==> src/design/basdp_pkg.sv <==
// ---------------------------------------------------------------------------
// BLE advertisement sensor data parser: package
// Bus widths, item codes and the item size lookup.
// ---------------------------------------------------------------------------
package basdp_pkg;

  localparam int unsigned IN_TDATA_W  = 16;
  localparam int unsigned OUT_TDATA_W = 48;

  localparam logic [7:0] AD_SERVICE_DATA = 8'h16;
  localparam logic [7:0] UUID_LO         = 8'hD2;
  localparam logic [7:0] UUID_HI         = 8'hFC;
  localparam logic [7:0] FLAGS_MASK      = 8'hE1;  // version field and encryption bit
  localparam logic [7:0] FLAGS_V2_PLAIN  = 8'h40;  // version 2, unencrypted
  localparam logic [7:0] MIN_SVC_REM     = 8'd5;

  localparam logic [7:0] ITEM_PACKET_ID = 8'h00;
  localparam logic [7:0] ITEM_BATTERY   = 8'h01;
  localparam logic [7:0] ITEM_HUMIDITY  = 8'h2E;
  localparam logic [7:0] ITEM_BUTTON    = 8'h3A;
  localparam logic [7:0] ITEM_TEMP      = 8'h45;
  localparam logic [7:0] BUTTON_PRESS   = 8'h01;

  typedef logic [1:0] item_size_t;

  function automatic item_size_t item_size(input logic [7:0] code);
    item_size_t n;
    unique case (code)
      ITEM_PACKET_ID, ITEM_BATTERY, ITEM_HUMIDITY, ITEM_BUTTON: n = 2'd1;
      ITEM_TEMP:                                                 n = 2'd2;
      default:                                                   n = 2'd0;
    endcase
    return n;
  endfunction

endpackage

==> src/design/ble_adv_sensor_data_parser.sv <==
// Sensor advertisement parser. Each input transaction carries one advertisement
// byte and the count of bytes left in the packet, this byte included. The block
// takes one byte per cycle unless a held result stalls input: the whole element
// walk is a single next-state update of the parse registers, so the parse state
// loop sets the rate of one byte per clock. A result transaction follows in the
// cycle after the last byte of a packet (bytes left equal to one) and reports the
// stored readings and the error flag. A held result does not stall input while
// the output register is free or being taken in the same cycle.
// ---------------------------------------------------------------------------
// BLE advertisement sensor data parser
// Walks length-type elements and decodes sensor items from service data.
// ---------------------------------------------------------------------------
module ble_adv_sensor_data_parser (
  input  logic                              clk,
  input  logic                              rst_n,
  input  logic                              in_tvalid,
  output logic                              in_tready,
  // [7:0] adv_byte, [15:8] bytes_left
  input  logic [basdp_pkg::IN_TDATA_W-1:0]  in_tdata,
  output logic                              out_tvalid,
  input  logic                              out_tready,
  // [7:0] packet_id, [15:8] battery_level, [23:16] humidity,
  // [39:24] temperature, [40] button_pressed, [41] parse_error, [47:42] zero
  output logic [basdp_pkg::OUT_TDATA_W-1:0] out_tdata
);
  import basdp_pkg::*;

  localparam logic [2:0] PH_LEN   = 3'd0;
  localparam logic [2:0] PH_TYPE  = 3'd1;
  localparam logic [2:0] PH_SKIP  = 3'd2;
  localparam logic [2:0] PH_HDR   = 3'd3;
  localparam logic [2:0] PH_ITYPE = 3'd4;
  localparam logic [2:0] PH_IDATA = 3'd5;
  localparam logic [2:0] PH_DROP  = 3'd6;

  logic [2:0]  phase_r, phase_nxt, step_next;
  logic [7:0]  elem_r, elem_nxt;
  logic [1:0]  hdr_r, hdr_nxt;
  logic [7:0]  code_r, code_nxt;
  logic [1:0]  irem_r, irem_nxt;
  logic [7:0]  tlow_r, tlow_nxt;
  logic [7:0]  pid_r, pid_nxt;
  logic [7:0]  batt_r, batt_nxt;
  logic [7:0]  hum_r, hum_nxt;
  logic [15:0] temp_r, temp_nxt;
  logic        btn_r, btn_nxt;
  logic        err_r, err_nxt;
  logic        out_valid_r;
  logic [OUT_TDATA_W-1:0] out_data_r;

  logic [7:0]  b, left, after, rem;
  item_size_t  isz;
  logic        in_accept, last_byte;

  assign b         = in_tdata[7:0];
  assign left      = in_tdata[15:8];
  assign last_byte = (left == 8'd1);
  assign in_tready = !out_valid_r || out_tready;
  assign in_accept = in_tvalid && in_tready;
  assign after     = (left == 8'd0) ? 8'd0 : left - 8'd1;
  assign rem       = elem_r - 8'd1;
  assign isz       = item_size(b);

  always_comb begin
    phase_nxt = phase_r;
    elem_nxt  = elem_r;
    hdr_nxt   = hdr_r;
    code_nxt  = code_r;
    irem_nxt  = irem_r;
    tlow_nxt  = tlow_r;
    pid_nxt   = pid_r;
    batt_nxt  = batt_r;
    hum_nxt   = hum_r;
    temp_nxt  = temp_r;
    btn_nxt   = btn_r;
    err_nxt   = err_r;
    step_next = phase_r;

    if (phase_r == PH_LEN) begin
      if (b == 8'd0 || b > after) begin
        err_nxt   = 1'b1;
        phase_nxt = PH_DROP;
      end else begin
        elem_nxt  = b;
        phase_nxt = PH_TYPE;
      end
    end else if (phase_r != PH_DROP) begin
      if (elem_r == 8'd0) begin
        phase_nxt = PH_LEN;
      end else begin
        unique case (phase_r)
          PH_TYPE: begin
            step_next = (b == AD_SERVICE_DATA && rem >= MIN_SVC_REM) ? PH_HDR : PH_SKIP;
            hdr_nxt   = 2'd0;
          end
          PH_HDR: begin
            priority if (hdr_r == 2'd0) begin
              if (b == UUID_LO) hdr_nxt = 2'd1;
              else step_next = PH_SKIP;
            end else if (hdr_r == 2'd1) begin
              if (b == UUID_HI) hdr_nxt = 2'd2;
              else step_next = PH_SKIP;
            end else begin
              if ((b & FLAGS_MASK) == FLAGS_V2_PLAIN) begin
                pid_nxt   = 8'd0;
                batt_nxt  = 8'd0;
                hum_nxt   = 8'd0;
                temp_nxt  = 16'd0;
                btn_nxt   = 1'b0;
                err_nxt   = 1'b0;
                step_next = PH_ITYPE;
              end else begin
                step_next = PH_SKIP;
              end
              hdr_nxt = 2'd0;
            end
          end
          PH_ITYPE: begin
            priority if (isz == 2'd0) begin
              err_nxt   = 1'b1;
              step_next = PH_SKIP;
            end else if (rem < {6'd0, isz}) begin
              step_next = PH_SKIP;
            end else begin
              code_nxt  = b;
              irem_nxt  = isz;
              step_next = PH_IDATA;
            end
          end
          PH_IDATA: begin
            if (code_r == ITEM_TEMP && irem_r == 2'd2) begin
              tlow_nxt = b;
            end else begin
              unique case (code_r)
                ITEM_PACKET_ID: pid_nxt  = b;
                ITEM_BATTERY:   batt_nxt = b;
                ITEM_HUMIDITY:  hum_nxt  = b;
                ITEM_TEMP:      temp_nxt = {b, tlow_r};
                default:        btn_nxt  = (b == BUTTON_PRESS);
              endcase
            end
            irem_nxt = irem_r - 2'd1;
            if (irem_nxt == 2'd0) step_next = PH_ITYPE;
          end
          default: ;
        endcase
        elem_nxt  = rem;
        phase_nxt = (rem == 8'd0) ? PH_LEN : step_next;
      end
    end

    if (last_byte) begin
      phase_nxt = PH_LEN;
      elem_nxt  = 8'd0;
      hdr_nxt   = 2'd0;
      code_nxt  = 8'd0;
      irem_nxt  = 2'd0;
    end
  end

  always_ff @(posedge clk) begin
    if (!rst_n) begin
      phase_r     <= PH_LEN;
      elem_r      <= 8'd0;
      hdr_r       <= 2'd0;
      code_r      <= 8'd0;
      irem_r      <= 2'd0;
      tlow_r      <= 8'd0;
      pid_r       <= 8'd0;
      batt_r      <= 8'd0;
      hum_r       <= 8'd0;
      temp_r      <= 16'd0;
      btn_r       <= 1'b0;
      err_r       <= 1'b0;
      out_valid_r <= 1'b0;
    end else begin
      if (in_accept) begin
        phase_r <= phase_nxt;
        elem_r  <= elem_nxt;
        hdr_r   <= hdr_nxt;
        code_r  <= code_nxt;
        irem_r  <= irem_nxt;
        tlow_r  <= tlow_nxt;
        pid_r   <= pid_nxt;
        batt_r  <= batt_nxt;
        hum_r   <= hum_nxt;
        temp_r  <= temp_nxt;
        btn_r   <= btn_nxt;
        err_r   <= err_nxt;
      end
      if (in_accept && last_byte) begin
        out_valid_r <= 1'b1;
      end else if (out_tready) begin
        out_valid_r <= 1'b0;
      end
    end
  end

  always_ff @(posedge clk) begin
    if (in_accept && last_byte) begin
      out_data_r <= {6'd0, err_nxt, btn_nxt, temp_nxt, hum_nxt, batt_nxt, pid_nxt};
    end
  end

  assign out_tvalid = out_valid_r;
  assign out_tdata  = out_data_r;

endmodule

==> config.mk <==
export PLATFORM = sky130hd
export DESIGN_NAME = ble_adv_sensor_data_parser
export DESIGN_NICKNAME = d
export VERILOG_FILES = /design/src/design/basdp_pkg.sv /design/src/design/ble_adv_sensor_data_parser.sv
export SDC_FILE = /design/constraint.sdc
export NUM_CORES = 1
export LEC_CHECK = 0
export BUFFER_PORTS_ARGS = -buffer_cell sky130_fd_sc_hd__clkbuf_2
export CAP_MARGIN = 10
export CELL_PAD_IN_SITES_DETAIL_PLACEMENT = 0
export CELL_PAD_IN_SITES_GLOBAL_PLACEMENT = 1
export CORE_ASPECT_RATIO = 0.9
export CORE_UTILIZATION = 45
export DETAILED_ROUTE_END_ITERATION = 7
export PLACE_DENSITY_LB_ADDON = 0.1
export SYNTH_ARGS = -nofsm -noshare
export SYNTH_HDL_FRONTEND = slang
export SYNTH_SLANG_ARGS = --single-unit
==> constraint.sdc <==
create_clock -name clk -period 6.3 [get_ports clk]
set_input_delay 1.26 -clock clk [delete_from_list [all_inputs] [get_ports clk]]
set_output_delay 1.26 -clock clk [all_outputs]
set_load 0.03 [all_outputs]
==> impl_metrics.toml <==
[clocking]
post_cts_gate_resize_count = 0
clockBufferDepth = 2
cts_setup_buffers = 0
root_buffer = "sky130_fd_sc_hd__clkbuf_16"
clkLatencyLatePin_ns = 0.42
cts_inserted_buffers = 17
sinks_on_clock_net = 116
clk_pin_slew_ns = 0.05
cts.hold.buffers_added = 0
htree_num_levels = 4
tritoncts = "done"

[pwr]
irDropWorstVdd_uv = 210
power_leakage_nw = 2.63
cellPowerDensity_nw_per_um2 = 376

[sta]
fmax_mhz = 255
timing.max_slew.rel_slack_pct = 33.7
timing.final.crit_share_pct = 62.2
tightest_slew_ns = 0.984
period_needed_ns = 3.92
fin_worst_skew_ns = 0.00761
hold_violations = 0
post_route_setup_tns_ns = 0
report.final.setup_viol = 0
unrepaired_setup_endpoints_after_global_routing = "false"
drv_slew = 0

[run_status]
status = "complete, no violations"

[worst_setup_path]
regToRegEndpoint = "code_r[3]$_SDFFE_PN0P_"
r2r.worst_path.cells = 8
timing.setup.critical_path_class = "in -> reg"
cp-start-kind = "input pin"
cp_max_fo = 10
timing.rr.start = "elem_r[0]$_SDFFE_PN0P_"
worst_path_required_ns = 6.61
critPathSlowestCell = "sky130_fd_sc_hd__nor3_4"
worstPathCellList = "clkbuf_2, nor3_2, nand3_1, or3_1, nor3_1, a21oi_1, ha_1, nand4_1, o21ai_0, a211oi_1, nor3_4, mux2i_1, nor2b_1"
timing.critical_path.arrival_ns = 4.23
endpoint_kind = "register"
cpPeakStageDelay_ns = 0.45
reg2reg_setup_slack_ns = 2.94

[logic_synthesis]
synth_warnings = 0
postSynth.asyncResetShare_pct = 0
synth_seq_cells = 116
netlist_instances = 599
post_synth_instance_area_um2 = 5930
synth-seq-area-share_pct = 46.2
syn_avg_cell_area_um2 = 9.90
synth-main-ff-cell = "sky130_fd_sc_hd__dfxtp_1"
post_synth_num_cell_types = 68
synth-edff-count = 42

[route]
routed_wirelength_um = 15200
post_detailed_route_drc_marker_count = 0
wl_per_cell_um = 18.5
num_vias = 4776
antenna_violating_nets_post_route = 0
dr.pass1.iters = 5
via_per_inst = 5.85
first_iter_violations = 490

[final_layout]
final_common_cell = "sky130_fd_sc_hd__dfxtp_1"
layout_common_cells = "74 x sky130_fd_sc_hd__dfxtp_1, 63 x sky130_fd_sc_hd__clkbuf_2, 57 x sky130_fd_sc_hd__nor2b_1, 42 x sky130_fd_sc_hd__a22oi_1, 42 x sky130_fd_sc_hd__edfxtp_1"
nets_final = 677
antenna_cells = 0
layout-area-overhead-vs-synth_pct = 16.5
post_route_cells_drive_above_1_share_pct = 17.2
final_area_um2 = 6910
fill_cells = 1161

[floorplanning]
fp.dieArea_um2 = 13600
initial_utilization_pct = 46.4
floorplan_die_width_um = 123
fp.coreArea_um2 = 12800
top_level_ports = 70
die_h_um = 111
std_cell_rows = 39

[place]
routabilityCongestion = 0.865
port_buffers = 63
place_area_um2 = 6270
dp.final_hpwl_um = 9710

[global_route]
global_route.usage.met2_pct = 36.4
gr-total-overflow = 0
antenna_found_initial = 0
first_global_vias = 4485
grtUsageMet1_pct = 31.3
grt_usage_pct = 23.3
gr-max-usage-layer = "met2"
grt_first_pass_wirelength_um = 24200
met3_usage_pct = 4.68
maximum_number_of_pins_on_one_net_before_global_route_repair = 80

[hold_path]
timing.hold.worst.class = "reg -> reg"
worst_hold_path.num_cells = 2
holdCritStartpoint = "code_r[7]$_SDFFE_PN0P_"
min_delay_worst_endpoint = "code_r[7]$_SDFFE_PN0P_"

[job]
max-cap-violations = 0
-- worst max-delay path: cells and delay by family --
| family | cells | cell delay [ns] |
|---|---|---|
| AOI/OAI and AO/OA | 3 | 0.60 |
| adders and majority gates | 1 | 0.32 |
| buffers and inverters | 1 | 0.11 |
| muxes | 1 | 0.25 |
| and+or+nand+nor | 7 | 1.68 |
-- sequential cells by signal, indices dropped and copies added (netlist names) --
signal,count
batt_r,8
code_r,8
elem_r,8
tlow_r,8
out_tdata,42
err_r,1
out_tvalid,1
phase_r,3
irem_r,2
pid_r,8
hdr_r,2
btn_r,1
hum_r,8
temp_r,16
-- metal layers --
metal | vias to the layer above | part of all wire [%]
met5 | - | 0
met3 | 29 | 3.8
met4 | 0 | 2.2
met1 | 2315 | 48
li1 | 2303 | -
met2 | 129 | 46
-- cells in the mapped netlist (11+ instances only) --
cell type                  count  area [um2]
sky130_fd_sc_hd__nor2b_1      57         357
sky130_fd_sc_hd__nand2_1      38         143
sky130_fd_sc_hd__a22oi_1      42         315
sky130_fd_sc_hd__o21ai_0      14        70.1
sky130_fd_sc_hd__edfxtp_1     42        1260
sky130_fd_sc_hd__dfxtp_1      74        1480
sky130_fd_sc_hd__a22o_1       41         359
sky130_fd_sc_hd__nor2_1       22        82.6
sky130_fd_sc_hd__nand4_1      11        68.8
sky130_fd_sc_hd__nand3_1      11        55.1
sky130_fd_sc_hd__clkbuf_1     31         116
sky130_fd_sc_hd__and3_1       11        68.8
sky130_fd_sc_hd__o21ai_1      14        70.1
sky130_fd_sc_hd__inv_1        16        60.1
sky130_fd_sc_hd__ha_1         17         213
sky130_fd_sc_hd__a21oi_1      15        75.1
-- worst max path at each step --
stage,endpoint,cells after the start,slack (ns),from
after floorplan,elem_r[4]$_SDFFE_PN0P_,12,2.47,in_tdata[12]
after global placement,elem_r[4]$_SDFFE_PN0P_,13,2.15,in_tdata[12]
after detailed placement,elem_r[3]$_SDFFE_PN0P_,13,1.99,in_tdata[12]
after CTS,elem_r[1]$_SDFFE_PN0P_,13,2.43,in_tdata[12]
after global routing,elem_r[4]$_SDFFE_PN0P_,13,2.06,in_tdata[12]
final,elem_r[3]$_SDFFE_PN0P_,13,2.38,in_tdata[12]
-- power by group --
group	internal (W)	leakage, nW	total (W)	switching, W
sequential	0.000812	1.03	0.000878	0.0000665
clock	0.000721	0.309	0.00106	0.000337
combinational	0.000257	1.30	0.000666	0.000410
-- kinds of logic (layout without fill, tap and decap cells) --
family / Yosys count / after routing / share of synthesized area (%)
other: 1 / 6 / 0.0632
DFF: 116 / 116 / 46.2
AOI/OAI and AO/OA: 172 / 172 / 21.7
and+or+nand+nor: 211 / 211 / 20.8
muxes: 10 / 10 / 1.69
buffers and inverters: 65 / 114 / 4.94
xor gates and xnor gates: 7 / 7 / 1.03
adders and majority gates: 17 / 17 / 3.59
-- final cells by class --
cell class	instances	area, um2	area share [%]
repair buffers	66	338	4.89
multi-input cells	423	2920	42.3
well taps	164	205	2.97
inverters	16	60.1	0.869
clock buffers	23	468	6.77
clock inverters	9	175	2.53
flip-flops and latches	116	2740	39.7
-- metrics by stage --
| stage | power [W] | hold slack, ns | std cells | setup WS (ns) | utilization (%) |
|---|---|---|---|---|---|
| after floorplan | 0.00142 | 0.423 | 604 | 2.47 | - |
| after global placement | 0.00154 | 0.460 | 785 | 2.15 | 49.0 |
| after detailed placement | 0.00155 | 0.463 | 785 | 1.99 | 49.0 |
| after CTS | 0.00261 | 0.470 | 817 | 2.43 | 54.1 |
| after global routing | 0.00273 | 0.496 | 817 | 2.06 | 54.1 |
| final | 0.00260 | 0.477 | 817 | 2.38 | 54.1 |
Note: power is estimated with default switching activity, not from simulation.
